--- config.mk ---
export PLATFORM = sky130hd
export DESIGN_NAME = gmp_isqrt
export DESIGN_NICKNAME = d
export VERILOG_FILES = /design/src/rtl/gmp_basis_generator_defines.svh /design/src/rtl/gmp_isqrt.sv
export SDC_FILE = /design/constraint.sdc
export NUM_CORES = 1
export LEC_CHECK = 0
export BUFFER_PORTS_ARGS = -buffer_cell sky130_fd_sc_hd__buf_2
export CORE_MARGIN = 2
export CORE_UTILIZATION = 50
export DETAILED_ROUTE_END_ITERATION = 8
export MAX_ROUTING_LAYER = met4
export PLACE_DENSITY = 0.68
export SETUP_SLACK_MARGIN = 0.5
export SYNTH_ARGS = -nofsm -noshare
export SYNTH_HDL_FRONTEND = slang
export SYNTH_SLANG_ARGS = --single-unit
--- constraint.sdc ---
create_clock -name clk -period 14.5 [get_ports clk]
set_input_delay 0.725 -clock clk [delete_from_list [all_inputs] [get_ports clk]]
set_output_delay 0.725 -clock clk [all_outputs]
set_load 0.01 [all_outputs]
--- src/rtl/gmp_basis_generator_defines.svh ---
// Assertion macros used by the basis generator RTL.
`ifndef GMP_BASIS_GENERATOR_DEFINES_SVH
`define GMP_BASIS_GENERATOR_DEFINES_SVH
// Implication checked on every rising clock edge outside reset.
`define GMP_ASSERT_IMP(label, clk, rst_n, ante, cons) \
    label: assert property (@(posedge clk) disable iff (!rst_n) (ante) |-> (cons)) \
        else $error("assertion failed");
// Implication whose consequent is checked in the cycle after the antecedent.
`define GMP_ASSERT_NEXT(label, clk, rst_n, ante, cons) \
    label: assert property (@(posedge clk) disable iff (!rst_n) (ante) |=> (cons)) \
        else $error("assertion failed");
`endif

--- src/rtl/gmp_isqrt.sv ---
`timescale 1ns / 1ps
// ----------------------------------------------------------------------------
// gmp_isqrt
// Iterative integer square root, one result bit per cycle.
// ----------------------------------------------------------------------------
module gmp_isqrt (
    input  logic        clk,
    input  logic        rst_n,
    input  logic        start,
    input  logic [31:0] radicand,
    output logic        done,
    output logic [16:0] root
);
    logic [33:0] rem_reg, rem_next;
    logic [33:0] res_reg, res_next;
    logic [33:0] bit_reg, bit_next;
    logic        busy_reg, busy_next;
    logic        done_reg, done_next;

    always_comb
    begin
        rem_next  = rem_reg;
        res_next  = res_reg;
        bit_next  = bit_reg;
        busy_next = busy_reg;
        done_next = 1'b0;
        if (start)
        begin
            rem_next  = {2'b00, radicand};
            res_next  = '0;
            bit_next  = 34'h1 << 32;
            busy_next = 1'b1;
        end
        else if (busy_reg)
        begin
            if (rem_reg >= res_reg + bit_reg)
            begin
                rem_next = rem_reg - (res_reg + bit_reg);
                res_next = (res_reg >> 1) + bit_reg;
            end
            else
            begin
                res_next = res_reg >> 1;
            end
            bit_next = bit_reg >> 2;
            if (bit_reg[0])
            begin
                busy_next = 1'b0;
                done_next = 1'b1;
            end
        end
    end

    always_ff @(posedge clk or negedge rst_n)
    begin
        if (!rst_n)
        begin
            busy_reg <= 1'b0;
            done_reg <= 1'b0;
        end
        else
        begin
            busy_reg <= busy_next;
            done_reg <= done_next;
        end
    end

    always_ff @(posedge clk)
    begin
        rem_reg <= rem_next;
        res_reg <= res_next;
        bit_reg <= bit_next;
    end

    assign done = done_reg;
    assign root = res_reg[16:0];
endmodule

==> results by group, run 1 <==
Run status
  – Outcome: finished clean

Clock tree
  – H-tree depth: 3
  – CTS root buf: clkbuf_16
  – Post-CTS sizing: 0
  – Hold_buf cts: 0
  – Clock Tree Buf Depth: 2
  – Setup bufs post-CTS: 0
  – Total CTS buffers: 9
  – Clock-pin transition on the worst setup and hold timing paths: 0.07 ns
  – Clock Latency Late Sink: 0.36 ns
  – Clock sink count: 87
  – CTS tree: done

Detailed routing
  – Met2 wire length: 8.35 mm
  – Initial drt markers: 499
  – Routed WL: 19.0 mm
  – M1 WL: 9.27 mm
  – Vias post-DR: 6689
  – Highest metal used: met4
  – Met3 wire length: 863 um
  – DRC: 0
  – Post-route ant nets: 0
  – Via density per instance: 6.00
  – DRT Pass-1 Iters: 5
  – WL per Instance: 17.1 um

Placement
  – PortBufs: 52
  – Hpwl dp: 14.0 mm
  – GPL Wtd Cong: 0.937

Worst setup path
  – CP endpoint kind: flop
  – Worst path cell trace: ha_1, a31oi_1, o21ai_0, a21oi_1, o21ai_0, a211o_1, a21oi_1, nor2_1, nor2_1, xnor2_1, ha_1, a21o_1, a21o_1, a21oi_1, o31a_1, inv_1, nor2_2, nand2_1, a221oi_1
  – CP peak stage delay: 0.73 ns
  – Buf/Inv on CP: 1
  – CP arrival: 6.41 ns
  – CP max stage cell: nor2_2
  – CP top delay family: compound AO/OA/AOI/OAI gates
  – WS Path Type: reg2reg
  – CP max FO: 22
  – Startpoint types: flop
  – Crit path top cell by count: a21oi_1
  – Data required, critical path: 14.76 ns
  – Worst R2R Setup Slack: 8.35 ns

Timing
  – Clk_skew: 0.00870 ns
  – Final min period: 6.15 ns
  – Max-Slew Margin vs Limit: 0.381
  – Final setup violation count: 0
  – Tcrit/Tclk final: 0.424
  – Slew Limit Fails: 0
  – RSZ-0062 raised after global routing: no
  – Final hold vios: 0
  – Max Clock Freq: 163 MHz
  – Worst slew pin tran: 0.922 ns
  – Setup TNS: 0 ns

Logic synthesis
  – Leading area contributor after synthesis: dfxtp_1
  – Synth Net Count: 1021
  – Main synth FF type: dfxtp_1
  – Synth Area in Simple Gates: 0.173
  – Post-synthesis sequential area ratio: 0.275
  – Synth Area in Compound Gates: 0.256
  – Mapped Area: 7550 um^2
  – Most common cell in the netlist: nand2_1
  – Synth Area per Inst: 8.25 um^2
  – Post-synthesis adder-cell area fraction: 0.119
  – Multiplexer area fraction after synthesis: 0.0419
  – Post-synth top cells: nand2_1, nor2_1, ha_1
  – Synth Warn #: 0
  – Synth area leaders: dfxtp_1, edfxtp_1, ha_1
  – Top cell type's share of synthesized area: 0.141
  – Post-synth EDFFs: 32
  – Async SR Flop Fraction: 0.0230
  – Synth cell types: 78
  – Yosys reg bits: 87
  – Post-Synth XOR/XNOR Area: 0.0847
  – Syn Inst Count: 915
  – Largest family of logic cells by synthesized area: compound AO/OA/AOI/OAI gates

Finish
  – Fraction of layout cells with a size suffix above 1: 0.110
  – Final nets: 1032
  – Sequential Area: 2070 um^2
  – Layout area overhead: 6.56%
  – Fillers: 1400
  – # diodes: 0
  – Multi-input combinational cell area: 5080 um^2

Power
  – Worst vdd ir: 0.106 mV
  – LEAKAGE: 3.36 nW
  – Power density over the cells: 182 nW/um^2
  – Final Power: 1.46 mW

Floorplanning
  – Io pins: 53
  – Initial Util: 0.515
  – Die Ht: 127 um
  – Number of core rows: 44
  – Die W: 127 um
  – Core area: 14600 um^2
  – Die area: 16100 um^2

Job
  – Max_cap viols: 0

Worst hold path
  – HP Class: in2async

Global route
  – First-pass GRT wire length: 31.1 mm
  – Vias in the first global route: 6084
  – Largest net degree at the start of global routing: 84
  – Initial antenna violation count: 0
  – GR Util All Layers: 0.248
  – Grt total ovfl: 0
-- final cells by class --
type                    count  area share
multi-input cells         750       0.632
flip-flops and latches     87       0.258
repair buffers             56      0.0364
well taps                 184      0.0286
clock buffers               9      0.0280
inverters                  22      0.0103
clock inverters             7     0.00685
-- worst paths after layout --
| check | startpoint | end | cells past startpoint |
|---|---|---|---|
| worst min-delay path | rst_n | busy_reg | 1 |
| min in group clk | rem_reg[32] | rem_reg[32] | 2 |
| worst max-delay path | res_reg[2] | res_reg[12] | 19 |
| worst min register to register | rem_reg[32] | rem_reg[32] | 2 |
| max in group asynchronous | rst_n | busy_reg | 1 |
| worst max register to register | res_reg[2] | res_reg[12] | 19 |
-- metrics by stage --
stage	util	hold WS (ns)	cell area, um^2	worst slack [ns]	instances
final	0.549	0.131	8040	8.35	1115
after global routing	0.549	0.130	8040	7.88	1115
after CTS	0.549	0.125	8040	8.52	1115
after detailed placement	0.530	0.463	7760	8.54	1099
after global placement	0.530	0.461	7760	8.73	1099
after floorplan	-	0.429	7550	9.67	915
-- cells in the final DEF, fill, tap and decap left out, drive strengths merged, types with 4 or more instances in the layout --
cell type  synthesis  final
a211oi            17     17
a21o              19     19
a21oi             65     65
a221oi             8      8
a311oi             9      9
a31o               9      9
a31oi             26     26
and2               4      4
and3               4      4
buf               27     56
clkbuf            29      9
dfxtp             53     53
edfxtp            32     32
ha                70     70
inv               22     24
mux2               5      5
mux2i             26     26
nand2            105    105
nand2b             9      9
nand3             16     16
nand4              6      6
nor2              97     97
nor2b             10     10
nor3              10     10
nor4               4      4
o21a               6      6
o21ai             67     67
o21bai            12     12
o22ai              4      4
o31ai             13     13
or3                9      9
xnor2             38     38
xor2              35     35
-- per-layer routing --
metal	vias to the layer above	GRT usage
met1	3094	0.334
met5	-	-
met3	29	0.0388
met2	181	0.374
met4	0	0.0983
li1	3385	-
-- cells by family after synthesis --
kind of cell	Yosys count
compound gates	289
fa+ha+maj	71
xor+xnor	73
mux	31
simple gates	286
flops	87
buf+inv	78
-- power by group --
| part | internal [mW] | total, mW | switching [mW] |
|---|---|---|---|
| registers | 0.340 | 0.377 | 0.0369 |
| clock network | 0.118 | 0.230 | 0.112 |
| logic | 0.337 | 0.854 | 0.517 |
No activity file was read; power rests on OpenSTA's default activity.
==> inputs of run 2 (changes only) <==
--- a/config.mk
+++ b/config.mk
@@ -5,12 +5,13 @@
 export SDC_FILE = /design/constraint.sdc
 export NUM_CORES = 1
 export LEC_CHECK = 0
+export ABC_AREA = 1
 export BUFFER_PORTS_ARGS = -buffer_cell sky130_fd_sc_hd__buf_2
 export CORE_MARGIN = 2
 export CORE_UTILIZATION = 50
 export DETAILED_ROUTE_END_ITERATION = 8
 export MAX_ROUTING_LAYER = met4
-export PLACE_DENSITY = 0.68
+export PLACE_DENSITY = 0.67
 export SETUP_SLACK_MARGIN = 0.5
 export SYNTH_ARGS = -nofsm -noshare
 export SYNTH_HDL_FRONTEND = slang
==> constraint.sdc (replaced) <==
create_clock -name clk -period 6.3 [get_ports clk]
set_input_delay 0.315 -clock clk [delete_from_list [all_inputs] [get_ports clk]]
set_output_delay 0.315 -clock clk [all_outputs]
set_load 0.01 [all_outputs]
==> run 2 against run 1 <==
Critical path depth is the same; die area grew 23%; worst setup slack lost 7.1 ns; sequential cell count is the same; cell count grew 62%; area after synthesis grew 24%; design area grew 23%; total power grew to 3.1 times the previous value; synthesized cell count grew 70%; fmax grew 23%; critical endpoint is now rem_reg[17]; highest routed layer unchanged.
==> results by group, run 2 <==
Logic synthesis
  – Top cell type's share of synthesized area: 0.208 (+0.0675)
  – Yosys reg bits: 87 (unchanged)
  – Post-synth top cells: nand2_1, inv_1, nor2_1
  – Async SR Flop Fraction: 0.0230 (unchanged)
  – Synth area leaders: nand2_1, dfxtp_1, edfxtp_1
  – Synth cell types: 42 (-46%)
  – Post-synthesis sequential area ratio: 0.222 (-0.0528)
  – Syn Inst Count: 1560 (+70%)
  – Synth Area per Inst: 5.99 um^2 (-27%)
  – Most common cell in the netlist: nand2_1
  – Synth Warn #: 0 (unchanged)
  – Synth Net Count: 1666 (+63%)
  – Mapped Area: 9340 um^2 (+24%)
  – Main synth FF type: dfxtp_1
  – Leading area contributor after synthesis: nand2_1
  – Post-synth EDFFs: 32 (unchanged)

Power
  – LEAKAGE: 4.94 nW (+47%)
  – Logic gate share of total power: 0.650 (+0.065)
  – Power density over the cells: 450 nW/um^2 (+150%)
  – Net Sw Frac: 0.536 (+0.0805)
  – Worst vdd ir: 0.278 mV (+160%)
  – Int Power: 2.06 mW (+160%)
  – Flop pwr share: 0.228 (-0.030)
  – Switching power: 2.39 mW (+260%)
  – Clock power share: 0.122 (-0.035)

Worst setup path
  – Worst flop-to-flop path startpoint: res_reg[14]
  – Startpoint types: flop
  – CP arrival: 5.01 ns (-1.40 ns)
  – Worst r2r dst: rem_reg[17]
  – CP max FO: 37 (+68%)
  – Reg2reg path depth: 19 (unchanged)
  – CP endpoint kind: flop
  – Worst R2R Setup Slack: 1.29 ns (-7.06 ns)
  – WS Path Type: reg2reg
  – Data required, critical path: 6.30 ns (-8.46 ns)

Worst hold path
  – Worst Hold Launch: radicand[30]
  – Hold Crit Depth: 3
  – Worst Hold Path EP: rem_reg[30]
  – HP Class: in2reg

Timing
  – Final min period: 5.01 ns (-1.14 ns)
  – Max-Slew Margin vs Limit: 0.268 (-0.113)
  – Max Clock Freq: 199 MHz (+23%)
  – Final setup violation count: 0 (unchanged)
  – Tcrit/Tclk final: 0.796 (+0.372)
  – Final hold vios: 0 (unchanged)
  – Clk_skew: 0.00875 ns (+0.0000519 ns)
  – Setup TNS: 0 ns (unchanged)
  – Slew Limit Fails: 0 (unchanged)
  – Worst slew pin tran: 1.09 ns (+0.172 ns)
  – RSZ-0062 raised after global routing: no

Clock tree
  – CTS root buf: clkbuf_16
  – Clock-pin transition on the worst setup and hold timing paths: 0.08 ns (about the same)
  – H-tree depth: 3 (unchanged)
  – Clock Tree Buf Depth: 2 (unchanged)
  – Clock Latency Late Sink: 0.36 ns (about the same)
  – CTS tree: done
  – Post-CTS sizing: 0 (unchanged)
  – Total CTS buffers: 9 (unchanged)
  – Clock sink count: 87 (unchanged)

Detailed routing
  – Vias post-DR: 9776 (+46%)
  – DRC: 0 (unchanged)
  – Routed WL: 29.5 mm (+55%)
  – Post-route ant nets: 0 (unchanged)
  – DRT Pass-1 Iters: 6 (+1)
  – WL per Instance: 16.3 um (-4.3%)
  – Via density per instance: 5.41 (-9.8%)
  – Initial drt markers: 806 (+62%)

Floorplanning
  – Die W: 141 um (+11%)
  – Number of core rows: 49 (+11%)
  – Io pins: 53 (unchanged)
  – Core area: 18100 um^2 (+24%)
  – Initial Util: 0.515 (about the same)
  – Die Ht: 141 um (+11%)
  – Die area: 19800 um^2 (+23%)

Finish
  – Fraction of layout cells with a size suffix above 1: 0.0672 (-0.0424)
  – Final nets: 1679 (+63%)
  – Most frequent cells in the layout: nand2_1, inv_1, nor2_1
  – Post-layout util: 0.546 (-0.00364)
  – # diodes: 0 (unchanged)
  – Most common cell after layout, fill and taps aside: nand2_1
  – Layout area overhead: 5.96%

Global route
  – Largest net degree at the start of global routing: 52 (-38%)
  – Initial antenna violation count: 0 (unchanged)
  – GR Util All Layers: 0.307 (+0.0588)
  – First-pass GRT wire length: 46.8 mm (+50%)
  – Grt total ovfl: 0 (unchanged)
  – Vias in the first global route: 8771 (+44%)

Placement
  – GPL Wtd Cong: 0.998 (+6.6%)
  – Hpwl dp: 23.4 mm (+67%)
  – PortBufs: 52 (unchanged)

Run status
  – Outcome: finished clean

Job
  – Max_cap viols: 0 (unchanged)
run 2: worst max-delay path by stage:
stage | cells past startpoint | slack [ns] | startpoint | end
floorplan | 21 | 2.21 | bit_reg[0] | rem_reg[0]
detailed placement | 20 | 1.46 | bit_reg[0] | rem_reg[8]
finish | 19 | 1.29 | res_reg[14] | rem_reg[17]
global route | 20 | 0.98 | bit_reg[0] | rem_reg[14]
global placement | 20 | 1.56 | bit_reg[0] | rem_reg[7]
CTS | 20 | 1.43 | bit_reg[0] | rem_reg[11]
run 2: timing repair:
action	4_1_cts	5_1_grt
setup buffers	0	0
endpoints found under the hold margin	2	0
hold buffers	1	0
run 2: cells by family after synthesis:
group | share of synthesized area
adder cells (fa/ha/maj) | 0.0959
buffers and inverters | 0.115
AO/OA/AOI/OAI | 0.113
flip-flops | 0.222
AND/OR/NAND/NOR | 0.406
XOR/XNOR | 0.0478
run 2: layout make-up:
class,count,area [um^2]
Clock buffer,9,225
Inverter,201,754
Tap cell,229,287
Sequential cell,87,2070
Clock inverter,7,52.6
Timing Repair Buffer,59,315
Fill cell,1926,8250
Multi-Input combinational cell,1215,6190
run 2: metal layers:
metal	wire (um)	vias to the layer above	GRT usage
met5	0	-	-
met4	319	0	0.0500
met3	1950	25	0.0394
met2	13100	330	0.482
met1	14100	4378	0.431
li1	-	5043	-
run 2: power by group through the flow:
stage | clock network, mW | logic [mW] | registers [mW]
6_report | 0.541 | 2.90 | 1.02
3_5_place_dp | 0 | 2.83 | 1.03
3_3_place_gp | 0 | 2.82 | 1.03
5_1_grt | 0.577 | 3.22 | 1.04
4_1_cts | 0.550 | 2.85 | 1.02
2_1_floorplan | 0 | 2.26 | 0.924
run 2: critical path, stage by stage, from the launching register on:
cell and delay, ns:
dfxtp_1 0.44, ha_1 0.43, nand2_1 0.09, nor2_1 0.29, nand2_1 0.14, nor4b_1 0.42
a21oi_1 0.14, xor2_1 0.17, ha_1 0.40, nand2_1 0.15, nor2_1 0.16, inv_1 0.10
nor3_1 0.16, nand2_1 0.10, nand2_2 0.13, nand2_4 0.22, nand2_8 0.32, nand2_2 0.20
nand2_1 0.11, buf_4 0.42
run 2: metrics by stage:
step	cells	setup slack (ns)	hold WS, ns	cell area (um^2)	total power, mW
global placement	1790	1.56	0.101	9610	3.85
floorplan	1560	2.21	0.0194	9340	3.18
CTS	1807	1.43	0.210	9900	4.41
finish	1807	1.29	0.219	9900	4.45
detailed placement	1790	1.46	0.102	9610	3.86
global route	1807	0.975	0.220	9900	4.84
